File: src/design/pprle_pkg.sv
package pprle_pkg;

	typedef logic [3:0] pix_t;
	typedef logic [2:0] didx_t;

	localparam int SCALE_SHIFT = 20;
	localparam int RECIP_W = 24;
	localparam int PROD_W = 8 + RECIP_W;

	function automatic logic [RECIP_W-1:0] pprle_recip(input didx_t idx);
		logic [RECIP_W-1:0] r;
		case (idx)
			3'd0: r = 24'd15728640;
			3'd1: r = 24'd5242880;
			3'd2: r = 24'd2246949;
			3'd3: r = 24'd1048576;
			3'd4: r = 24'd507376;
			3'd5: r = 24'd249661;
			3'd6: r = 24'd123848;
			3'd7: r = 24'd61681;
			default: r = 24'd61681;
		endcase
		return r;
	endfunction

endpackage

File: src/design/pprle_scale.sv
module pprle_scale import pprle_pkg::*; (
	input  logic        clk,
	input  logic        en,
	input  logic [7:0]  value,
	input  didx_t       depth_idx,
	output pix_t        scaled
);

	logic [PROD_W-1:0] prod_s1;

	always_ff @(posedge clk) begin
		if (en) begin
			prod_s1 <= PROD_W'(value) * PROD_W'(pprle_recip(depth_idx));
		end
	end

	assign scaled = prod_s1[SCALE_SHIFT+3:SCALE_SHIFT];

endmodule

File: src/design/packed_pixel_rle_unpacker_core.sv
// Unpacks 16-bit bitmap words into groups of 4-bit gray pixels, either as packed
// pixels of 1 to 8 bits scaled to 0..15 or as byte runs (high nibble + 1 pixels of
// the low-nibble value). The block takes one word at a time and holds in_stall high
// until that word is done. A packed word is accepted, then every pixel passes the
// shared extract shifter and then the scaling multiplier, and after the end-of-word
// check the last group is closed; an RLE word is accepted, then sends its run pixels
// and closes the last group. A finished group waits in a pending register and moves
// to the output register when the next group is finished or the word closes; the
// sequencer waits whenever it must hand over a group while that register is still stalled.
module packed_pixel_rle_unpacker_core import pprle_pkg::*; (
	input  logic        clk,
	input  logic        arst_n,
	input  logic        cfg_we,
	input  logic [1:0]  cfg_index,
	input  logic [15:0] cfg_data,
	input  logic        in_valid,
	output logic        in_stall,
	input  logic [15:0] source_word,
	output logic        out_valid,
	input  logic        out_stall,
	output logic [15:0] pixel_group,
	output logic        last_of_input,
	output logic        last_of_image
);

	localparam logic [1:0] REG_DEPTH = 2'd0;
	localparam logic [1:0] REG_RLE   = 2'd1;
	localparam logic [1:0] REG_GROUP = 2'd2;
	localparam logic [1:0] REG_TOTAL = 2'd3;

	typedef enum logic [2:0] {
		S_IDLE,
		S_EXTRACT,
		S_SCALE,
		S_RUN,
		S_FLUSH
	} state_t;

	state_t      state_q;
	logic [3:0]  depth_cfg_q;
	logic        rle_mode_q;
	logic [2:0]  group_cfg_q;
	logic [15:0] pixel_total_q;

	logic [15:0] held_word_q;
	logic [4:0]  bits_rem_q;
	logic [31:0] buf_q;
	logic [4:0]  nbits_q;
	logic        byte_q;
	pix_t        run_val_q;
	logic [4:0]  run_rem_q;
	logic [15:0] acc_q;
	logic [2:0]  fill_q;
	logic [15:0] emitted_q;

	logic        pend_valid_q;
	logic [15:0] pend_group_q;
	logic        pend_done_q;

	logic        out_valid_q;
	logic [15:0] out_group_q;
	logic        out_last_in_q;
	logic        out_last_img_q;

	logic [3:0]  depth;
	didx_t       depth_idx;
	logic [7:0]  mask;
	logic [2:0]  group_size;
	logic [4:0]  shift;
	logic [7:0]  field;
	logic        have_bits;
	logic        scale_en;
	pix_t        scaled;
	logic [3:0]  keep_bits;
	logic [15:0] held_masked;

	logic        accept;
	logic        slot_free;
	logic        push_req;
	pix_t        pix;
	logic [15:0] acc_n;
	logic [2:0]  fill_n;
	logic [15:0] emitted_n;
	logic        done;
	logic        emit;
	logic        push_ok;

	always_comb begin
		depth = depth_cfg_q;
		if (depth_cfg_q == 4'd0) begin
			depth = 4'd1;
		end else if (depth_cfg_q > 4'd8) begin
			depth = 4'd8;
		end
		group_size = group_cfg_q;
		if (group_cfg_q == 3'd0) begin
			group_size = 3'd1;
		end else if (group_cfg_q > 3'd4) begin
			group_size = 3'd4;
		end
	end

	assign depth_idx = didx_t'(depth - 4'd1);
	assign mask      = 8'((9'd1 << depth) - 9'd1);
	assign have_bits = nbits_q >= 5'(depth);
	assign shift     = nbits_q - 5'(depth);
	assign field     = 8'(buf_q >> shift) & mask;
	assign scale_en  = (state_q == S_EXTRACT) && have_bits;

	assign keep_bits   = (bits_rem_q > 5'd15) ? 4'd15 : bits_rem_q[3:0];
	assign held_masked = held_word_q & ((16'd1 << keep_bits) - 16'd1);

	pprle_scale u_scale (
		.clk       (clk),
		.en        (scale_en),
		.value     (field),
		.depth_idx (depth_idx),
		.scaled    (scaled)
	);

	assign in_stall  = (state_q != S_IDLE);
	assign accept    = in_valid && !in_stall;
	assign slot_free = !out_valid_q || !out_stall;

	assign push_req  = (state_q == S_RUN) || (state_q == S_SCALE);
	assign pix       = (state_q == S_RUN) ? run_val_q : scaled;
	assign acc_n     = {acc_q[11:0], pix};
	assign fill_n    = fill_q + 3'd1;
	assign emitted_n = emitted_q + 16'd1;
	assign done      = emitted_n >= pixel_total_q;
	assign emit      = (fill_n >= group_size) || done;
	assign push_ok   = push_req && (!emit || !pend_valid_q || slot_free);

	always_ff @(posedge clk or negedge arst_n) begin
		if (!arst_n) begin
			state_q        <= S_IDLE;
			depth_cfg_q    <= 4'd4;
			rle_mode_q     <= 1'b0;
			group_cfg_q    <= 3'd1;
			pixel_total_q  <= 16'd0;
			held_word_q    <= 16'd0;
			bits_rem_q     <= 5'd0;
			buf_q          <= 32'd0;
			nbits_q        <= 5'd0;
			byte_q         <= 1'b0;
			run_val_q      <= '0;
			run_rem_q      <= 5'd0;
			acc_q          <= 16'd0;
			fill_q         <= 3'd0;
			emitted_q      <= 16'd0;
			pend_valid_q   <= 1'b0;
			pend_group_q   <= 16'd0;
			pend_done_q    <= 1'b0;
			out_valid_q    <= 1'b0;
			out_group_q    <= 16'd0;
			out_last_in_q  <= 1'b0;
			out_last_img_q <= 1'b0;
		end else begin
			if (cfg_we) begin
				case (cfg_index)
					REG_DEPTH: depth_cfg_q   <= cfg_data[3:0];
					REG_RLE:   rle_mode_q    <= cfg_data[0];
					REG_GROUP: group_cfg_q   <= cfg_data[2:0];
					REG_TOTAL: pixel_total_q <= cfg_data;
					default:   ;
				endcase
			end

			if (slot_free) begin
				out_valid_q <= 1'b0;
			end

			if (push_ok) begin
				emitted_q <= emitted_n;
				if (emit) begin
					acc_q        <= 16'd0;
					fill_q       <= 3'd0;
					pend_valid_q <= 1'b1;
					pend_group_q <= acc_n;
					pend_done_q  <= done;
					if (pend_valid_q) begin
						out_valid_q    <= 1'b1;
						out_group_q    <= pend_group_q;
						out_last_in_q  <= 1'b0;
						out_last_img_q <= pend_done_q;
					end
				end else begin
					acc_q  <= acc_n;
					fill_q <= fill_n;
				end
			end

			case (state_q)
				S_IDLE: begin
					if (accept && (emitted_q < pixel_total_q)) begin
						if (rle_mode_q) begin
							buf_q     <= {16'd0, source_word};
							byte_q    <= 1'b0;
							run_val_q <= source_word[3:0];
							run_rem_q <= {1'b0, source_word[7:4]} + 5'd1;
							state_q   <= S_RUN;
						end else begin
							buf_q       <= {held_masked, source_word};
							nbits_q     <= 5'(keep_bits) + 5'd16;
							held_word_q <= source_word;
							state_q     <= S_EXTRACT;
						end
					end
				end
				S_EXTRACT: begin
					if (have_bits) begin
						nbits_q <= shift;
						state_q <= S_SCALE;
					end else begin
						bits_rem_q <= nbits_q;
						state_q    <= S_FLUSH;
					end
				end
				S_SCALE: begin
					if (push_ok) begin
						if (done) begin
							bits_rem_q <= (nbits_q > 5'd16) ? 5'd16 : nbits_q;
							state_q    <= S_FLUSH;
						end else begin
							state_q <= S_EXTRACT;
						end
					end
				end
				S_RUN: begin
					if (push_ok) begin
						if (done) begin
							state_q <= S_FLUSH;
						end else if (run_rem_q == 5'd1) begin
							if (!byte_q) begin
								byte_q    <= 1'b1;
								run_val_q <= buf_q[11:8];
								run_rem_q <= {1'b0, buf_q[15:12]} + 5'd1;
							end else begin
								state_q <= S_FLUSH;
							end
						end else begin
							run_rem_q <= run_rem_q - 5'd1;
						end
					end
				end
				S_FLUSH: begin
					if (!pend_valid_q) begin
						state_q <= S_IDLE;
					end else if (slot_free) begin
						out_valid_q    <= 1'b1;
						out_group_q    <= pend_group_q;
						out_last_in_q  <= 1'b1;
						out_last_img_q <= pend_done_q;
						pend_valid_q   <= 1'b0;
						state_q        <= S_IDLE;
					end
				end
				default: state_q <= S_IDLE;
			endcase
		end
	end

	assign out_valid     = out_valid_q;
	assign pixel_group   = out_group_q;
	assign last_of_input = out_last_in_q;
	assign last_of_image = out_last_img_q;

	a_idle_no_pend: assert property (@(posedge clk) disable iff (!arst_n)
		(state_q == S_IDLE) |-> !pend_valid_q)
		else $error("group left pending while idle");

	a_fill_bound: assert property (@(posedge clk) disable iff (!arst_n)
		push_ok && emit |=> (fill_q == 3'd0) && pend_valid_q)
		else $error("emitted group not moved to pending");

	a_close_word: assert property (@(posedge clk) disable iff (!arst_n)
		(state_q == S_FLUSH) && pend_valid_q && slot_free
		|=> (state_q == S_IDLE) && out_valid && last_of_input)
		else $error("word closed without final item");

	a_bits_bound: assert property (@(posedge clk) disable iff (!arst_n)
		bits_rem_q <= 5'd16)
		else $error("leftover bit count out of range");

endmodule
File: config.mk
export PLATFORM = sky130hd
export DESIGN_NAME = packed_pixel_rle_unpacker_core
export DESIGN_NICKNAME = d
export VERILOG_FILES = /design/src/design/pprle_pkg.sv /design/src/design/pprle_scale.sv /design/src/design/packed_pixel_rle_unpacker_core.sv
export SDC_FILE = /design/constraint.sdc
export NUM_CORES = 1
export LEC_CHECK = 0
export BUFFER_PORTS_ARGS = -buffer_cell sky130_fd_sc_hd__clkbuf_2
export CORE_UTILIZATION = 50
export CTS_BUF_LIST = sky130_fd_sc_hd__clkbuf_8
export DETAILED_ROUTE_END_ITERATION = 16
export GPL_TIMING_DRIVEN = 0
export PLACE_DENSITY = 0.67
export SETUP_SLACK_MARGIN = 0.15
export SLEW_MARGIN = 0
export SYNTH_ARGS = -nofsm -noshare
export SYNTH_HDL_FRONTEND = slang
export SYNTH_SLANG_ARGS = --single-unit
File: constraint.sdc
create_clock -name clk -period 10.3 [get_ports clk]
set_clock_uncertainty 0.15 [all_clocks]
set_input_delay 2.06 -clock clk [delete_from_list [all_inputs] [get_ports clk]]
set_output_delay 2.06 -clock clk [all_outputs]
set_load 0.02 [all_outputs]
==> run metrics, run 1 <==
outcome=finished clean; min-delay worst type=flip-flop to flip-flop; num ports=59; final setup fails=0; total CTS buffers=17; slowest stage delay, CP=0.54 ns; DR vias/cell=5.70; antenna viol nets, final=0; Cells after Synth=1360; FILL cells=2497; Final period util=92.7%; max cap viols=0; DR pass1 iterations=5; initial core utilization=51.3%; critical path data required time=10.35 ns; nets@finish=1662; # DRC=0; via count=10400; Die Area=28600 um2; most common cell after layout, fill and taps aside=inv_1; Clock transition at path regs=0.10 ns; Fin Setup TNS=0 ns; Die Span X=169 um; fmax=105 MHz; n_diodes=0; number of flops mapped to enable cells by yosys=4; Final Cell Area=15200 um2; worst slew pin tran=1.35 ns; antenna violations before repair=0; clock sink total=166; largest net degree at the start of global routing=97; Synth Cell Area=13900 um2; gp weighted congestion=0.943; Max FO, Critical Path=14; hpwl dp=27.0 mm; synthesized flop and latch total=166; CP endpoint kind=flip-flop; CTS tree=built; average routed wire per standard cell=18.8 um; drt total wl=34.2 mm; Pins Over Slew Limit=0; Die Y=169 um; Place WS=0.264 ns; post-route minimum period=9.55 ns; largest area contributor in the synthesized netlist=dfrtp_1; first-pass GRT wire length=56.4 mm; Tot GR Track Use=25.3%; Worst slew margin=9.35%; Yosys warnings=0; Root Driver=clkbuf_8; Synth cell types=80; Post-synth ARST share=97.6%; Clk Latency, worst-skew pair=0.47 ns; GR Overflow Total=0; most frequently used flop master after synthesis=dfrtp_1; hold path depth=2; syn_nets=1584; Port-buffer cells=58; Worst Setup Start Kind=flip-flop; final hold violations=0; top post-synthesis cells by area=dfrtp_1, fa_1, mux2_2; share of layout cells above drive strength 1=19.2%; clk buf depth=2; critical path's slowest cell=mux4_2; top cell type's share of synthesized area=28.7%; R2R depth=33; DRT iter0 DRCs=805; Row Count=60; crit path DAT=9.60 ns; vias in the first global route=10600; CORE AREA=27200 um2; H-tree levels=4; CTS hold repair buffers=0; Mapped Avg Cell Area=10.3 um2; placed cell area=14800 um2; most frequent cells in the layout=inv_1, dfrtp_1, nor2_1, mux2_2, nand2_1; critical path class=flip-flop to flip-flop; Synth-to-Final Area Change=9.11%; RSZ-0062 raised after global routing=no; final setup margin=0.751 ns; register area share after synthesis=30.0%; worst hold slack=0.349 ns
==> logic make-up (layout without fill, tap and decap cells) <==
kind of cell               Yosys count  count (layout)  share of synthesized area, %
AOI/OAI and AO/OA                  199             199                          9.32
xor gates and xnor gates            56              56                          3.75
adders and majority gates          185             185                          21.8
buffers and inverters              229             320                          6.49
DFF                                166             166                          30.0
muxes                              165             165                          16.3
and+or+nand+nor                    360             360                          12.3
==> cells in the mapped netlist (5+ instances only) <==
library cell / number
inv_1: 173
dfrtp_1: 160
nor2_1: 110
mux2_2: 104
nand2_1: 101
fa_1: 97
ha_1: 88
o21ai_0: 60
a21oi_1: 45
clkbuf_1: 36
mux4_2: 34
xnor2_1: 31
nand3_1: 25
xor2_1: 23
mux2i_1: 22
nor3_1: 20
nand4_1: 18
a21o_1: 16
o21a_1: 14
buf_2: 12
or3_1: 11
a22o_1: 10
and3_1: 10
nor2b_1: 10
nand2b_1: 9
and2_1: 8
a211oi_1: 7
nor3b_1: 7
or2_2: 7
nor4_1: 6
a2111oi_0: 5
==> path summary, 6_finish.rpt <==
kind | start | endpoint | slack (ns)
setup / recovery | depth_cfg_q[3]$_DFFE_PN0P_ | u_scale.prod_s1[23]$_DFFE_PP_ | 0.75
hold / removal | pend_done_q$_DFFE_PN0P_ | pend_done_q$_DFFE_PN0P_ | 0.35
setup reg to reg | depth_cfg_q[3]$_DFFE_PN0P_ | u_scale.prod_s1[23]$_DFFE_PP_ | 0.75
hold reg to reg | pend_done_q$_DFFE_PN0P_ | pend_done_q$_DFFE_PN0P_ | 0.35
max in group asynchronous | arst_n | depth_cfg_q[2]$_DFFE_PN1P_ | 7.68
min in group asynchronous | arst_n | emitted_q[11]$_DFFE_PN0P_ | 1.42
==> worst max-delay path, delay by kind of cell, from the launching register on <==
kind | cells | cell delay [ns]
adder cells (fa/ha/maj) | 6 | 2.75
AO/OA/AOI/OAI | 9 | 2.05
buffers and inverters | 9 | 1.59
AND/OR/NAND/NOR | 6 | 1.19
multiplexers | 2 | 1.07
flip-flops | 1 | 0.33
XOR/XNOR | 1 | 0.15
==> through the flow <==
step / utilization [%] / std cells
after floorplan: - / 1360
after global placement: 54.1 / 1790
after detailed placement: 54.3 / 1792
after CTS: 55.9 / 1824
after global routing: 56.0 / 1823
final: 56.0 / 1823
==> metal layers <==
layer	vias up	track usage (%)	share of wire, %
li1	4836	-	-
met1	5203	35.2	45
met2	294	41.8	48
met3	54	3.13	5.2
met4	0	7.13	2.3
met5	-	0	0
==> sequential cells by signal, summed over array words and instances (netlist names), 4 cells and up <==
| signal | cells |
|---|---|
| run_val_q | 4 |
| emitted_q | 16 |
| pend_group_q | 16 |
| pixel_group | 16 |
| u_scale.prod_s1 | 4 |
| depth_cfg_q | 4 |
| pixel_total_q | 16 |
| bits_rem_q | 5 |
| run_rem_q | 5 |
| buf_q | 32 |
| held_word_q | 15 |
| nbits_q | 5 |
| acc_q | 12 |
==> layout make-up <==
type / instances / area [um2] / area share, %
clock buffers: 17 / 234 / 1.54
clock inverters: 15 / 194 / 1.27
repair buffers: 60 / 334 / 2.20
multi-input cells: 965 / 8900 / 58.5
inverters: 176 / 661 / 4.34
flip-flops and latches: 166 / 4180 / 27.5
plain buffers: 52 / 241 / 1.59
well taps: 372 / 465 / 3.06
==> repair_timing <==
action                                  CTS  global route
endpoints found under the setup margin    0             3
resized for setup                         0             8
buffers inserted                          0             0
Power of run 1 is not shown: default switching activity piles up to over one toggle a cycle in this logic, so the estimate is an artifact.
==> run 2: changes to the inputs <==
--- a/config.mk
+++ b/config.mk
@@ -6,11 +6,12 @@
 export NUM_CORES = 1
 export LEC_CHECK = 0
 export BUFFER_PORTS_ARGS = -buffer_cell sky130_fd_sc_hd__clkbuf_2
-export CORE_UTILIZATION = 50
+export CORE_UTILIZATION = 49
 export CTS_BUF_LIST = sky130_fd_sc_hd__clkbuf_8
 export DETAILED_ROUTE_END_ITERATION = 16
 export GPL_TIMING_DRIVEN = 0
-export PLACE_DENSITY = 0.67
+export PLACE_DENSITY = 0.66
+export RECOVER_POWER = 100
 export SETUP_SLACK_MARGIN = 0.15
 export SLEW_MARGIN = 0
 export SYNTH_ARGS = -nofsm -noshare
==> run metrics, run 2 (same netlist as run 1, synthesis figures left out) <==
num ports=59; DR vias/cell=5.75; CORE AREA=27900 um2; Place WS=0.194 ns; clock sink total=166; final hold violations=0; Synth-to-Final Area Change=8.36%; placed cells=1798; DR pass1 iterations=5; Clk Latency, worst-skew pair=0.47 ns; Worst Setup Start Kind=flip-flop; crit path DAT=9.77 ns; drt total wl=34.4 mm; critical path's slowest cell=mux4_2; hpwl dp=27.0 mm; total CTS buffers=17; critical path data required time=10.36 ns; Fin Setup TNS=0 ns; min-delay worst type=flip-flop to flip-flop; final non-filler cell total=1829; Max FO, Critical Path=11; Worst slew margin=-165%; share of layout cells above drive strength 1=17.3%; clk buf depth=2; Buf/Inv on CP=11; final setup fails=0; Row Count=61; RSZ-0062 raised after global routing=no; GR Overflow Total=0; fmax=103 MHz; Root Driver=clkbuf_8; CP endpoint kind=flip-flop; nets@finish=1662; most used cell, CP=inv_1; most common cell after layout, fill and taps aside=inv_1; average routed wire per standard cell=18.8 um; slowest stage delay, CP=0.54 ns; Tot GR Track Use=25.1%; gp weighted congestion=0.984; CP delay by family, top=adder cells; n_diodes=0; Final period util=94.3%; CTS tree=built; antenna violations before repair=0; post-route minimum period=9.71 ns; Port-buffer cells=58; max reg flops=32; CTS hold repair buffers=0; failing checks=capacitance limit, slew limit; Die Y=171 um; max cap viols=2; DRT iter0 DRCs=611; # DRC=0; vias in the first global route=10500; H-tree levels=4; Die Span X=171 um; critical path class=flip-flop to flip-flop; Die Area=29100 um2; largest net degree at the start of global routing=93; Clock transition at path regs=0.10 ns; Pins Over Slew Limit=165; final setup margin=0.591 ns; first-pass GRT wire length=56.5 mm; Biggest register=buf_q; outcome=finished with violations; via count=10500; antenna viol nets, final=0; initial core utilization=50.0%; worst slew pin tran=3.98 ns; most frequent cells in the layout=inv_1, dfrtp_1, nor2_1, mux2_2, nand2_1
-- run 2: final timing paths --
kind	start	cells after the start	slack, ns	end
worst max-delay path	depth_cfg_q[3]$_DFFE_PN0P_	33	0.59	u_scale.prod_s1[23]$_DFFE_PP_
worst min-delay path	pend_done_q$_DFFE_PN0P_	2	0.34	pend_done_q$_DFFE_PN0P_
max in group asynchronous	arst_n	2	1.89	pixel_group[3]$_DFF_PN0_
min in group asynchronous	arst_n	1	2.73	emitted_q[11]$_DFFE_PN0P_
worst min register to register	pend_done_q$_DFFE_PN0P_	2	0.34	pend_done_q$_DFFE_PN0P_
worst max register to register	depth_cfg_q[3]$_DFFE_PN0P_	33	0.59	u_scale.prod_s1[23]$_DFFE_PP_
-- run 2: timing repair --
action	4_1_cts	5_1_grt
setup endpoints to repair	0	4
gates resized for setup	0	10
setup buffers	0	0
-- run 2: cell type report --
| class | instances | area (um2) |
|---|---|---|
| Buffer | 52 | 238 |
| Clock buffer | 17 | 234 |
| Clock inverter | 15 | 144 |
| Fill cell | 2570 | 12800 |
| Inverter | 176 | 661 |
| Multi-Input combinational cell | 965 | 8900 |
| Sequential cell | 166 | 4180 |
| Tap cell | 378 | 473 |
| Timing Repair Buffer | 60 | 282 |
-- run 2: tightest hold or removal path, delay by kind of cell (launching register included) --
family	cells	cell delay [ns]
AOI/OAI and AO/OA	1	0.06
and+or+nand+nor	1	0.05
DFF	1	0.35
-- run 2: metrics by stage --
stage	hold WS, ns	utilization (%)	area (um2)
2_1_floorplan	0.296	-	13900
3_3_place_gp	0.318	52.8	14700
6_report	0.342	54.2	15100
3_5_place_dp	0.328	53.0	14800
5_1_grt	0.355	54.2	15100
4_1_cts	0.343	54.4	15100
-- run 2: routing by layer --
layer / GRT usage (%) / share of wire (%)
met3: 3.10 / 5.9
met4: 7.76 / 2.2
met5: 0 / 0
met2: 40.8 / 48
met1: 35.2 / 44
Power of run 2 is left out for the same reason.
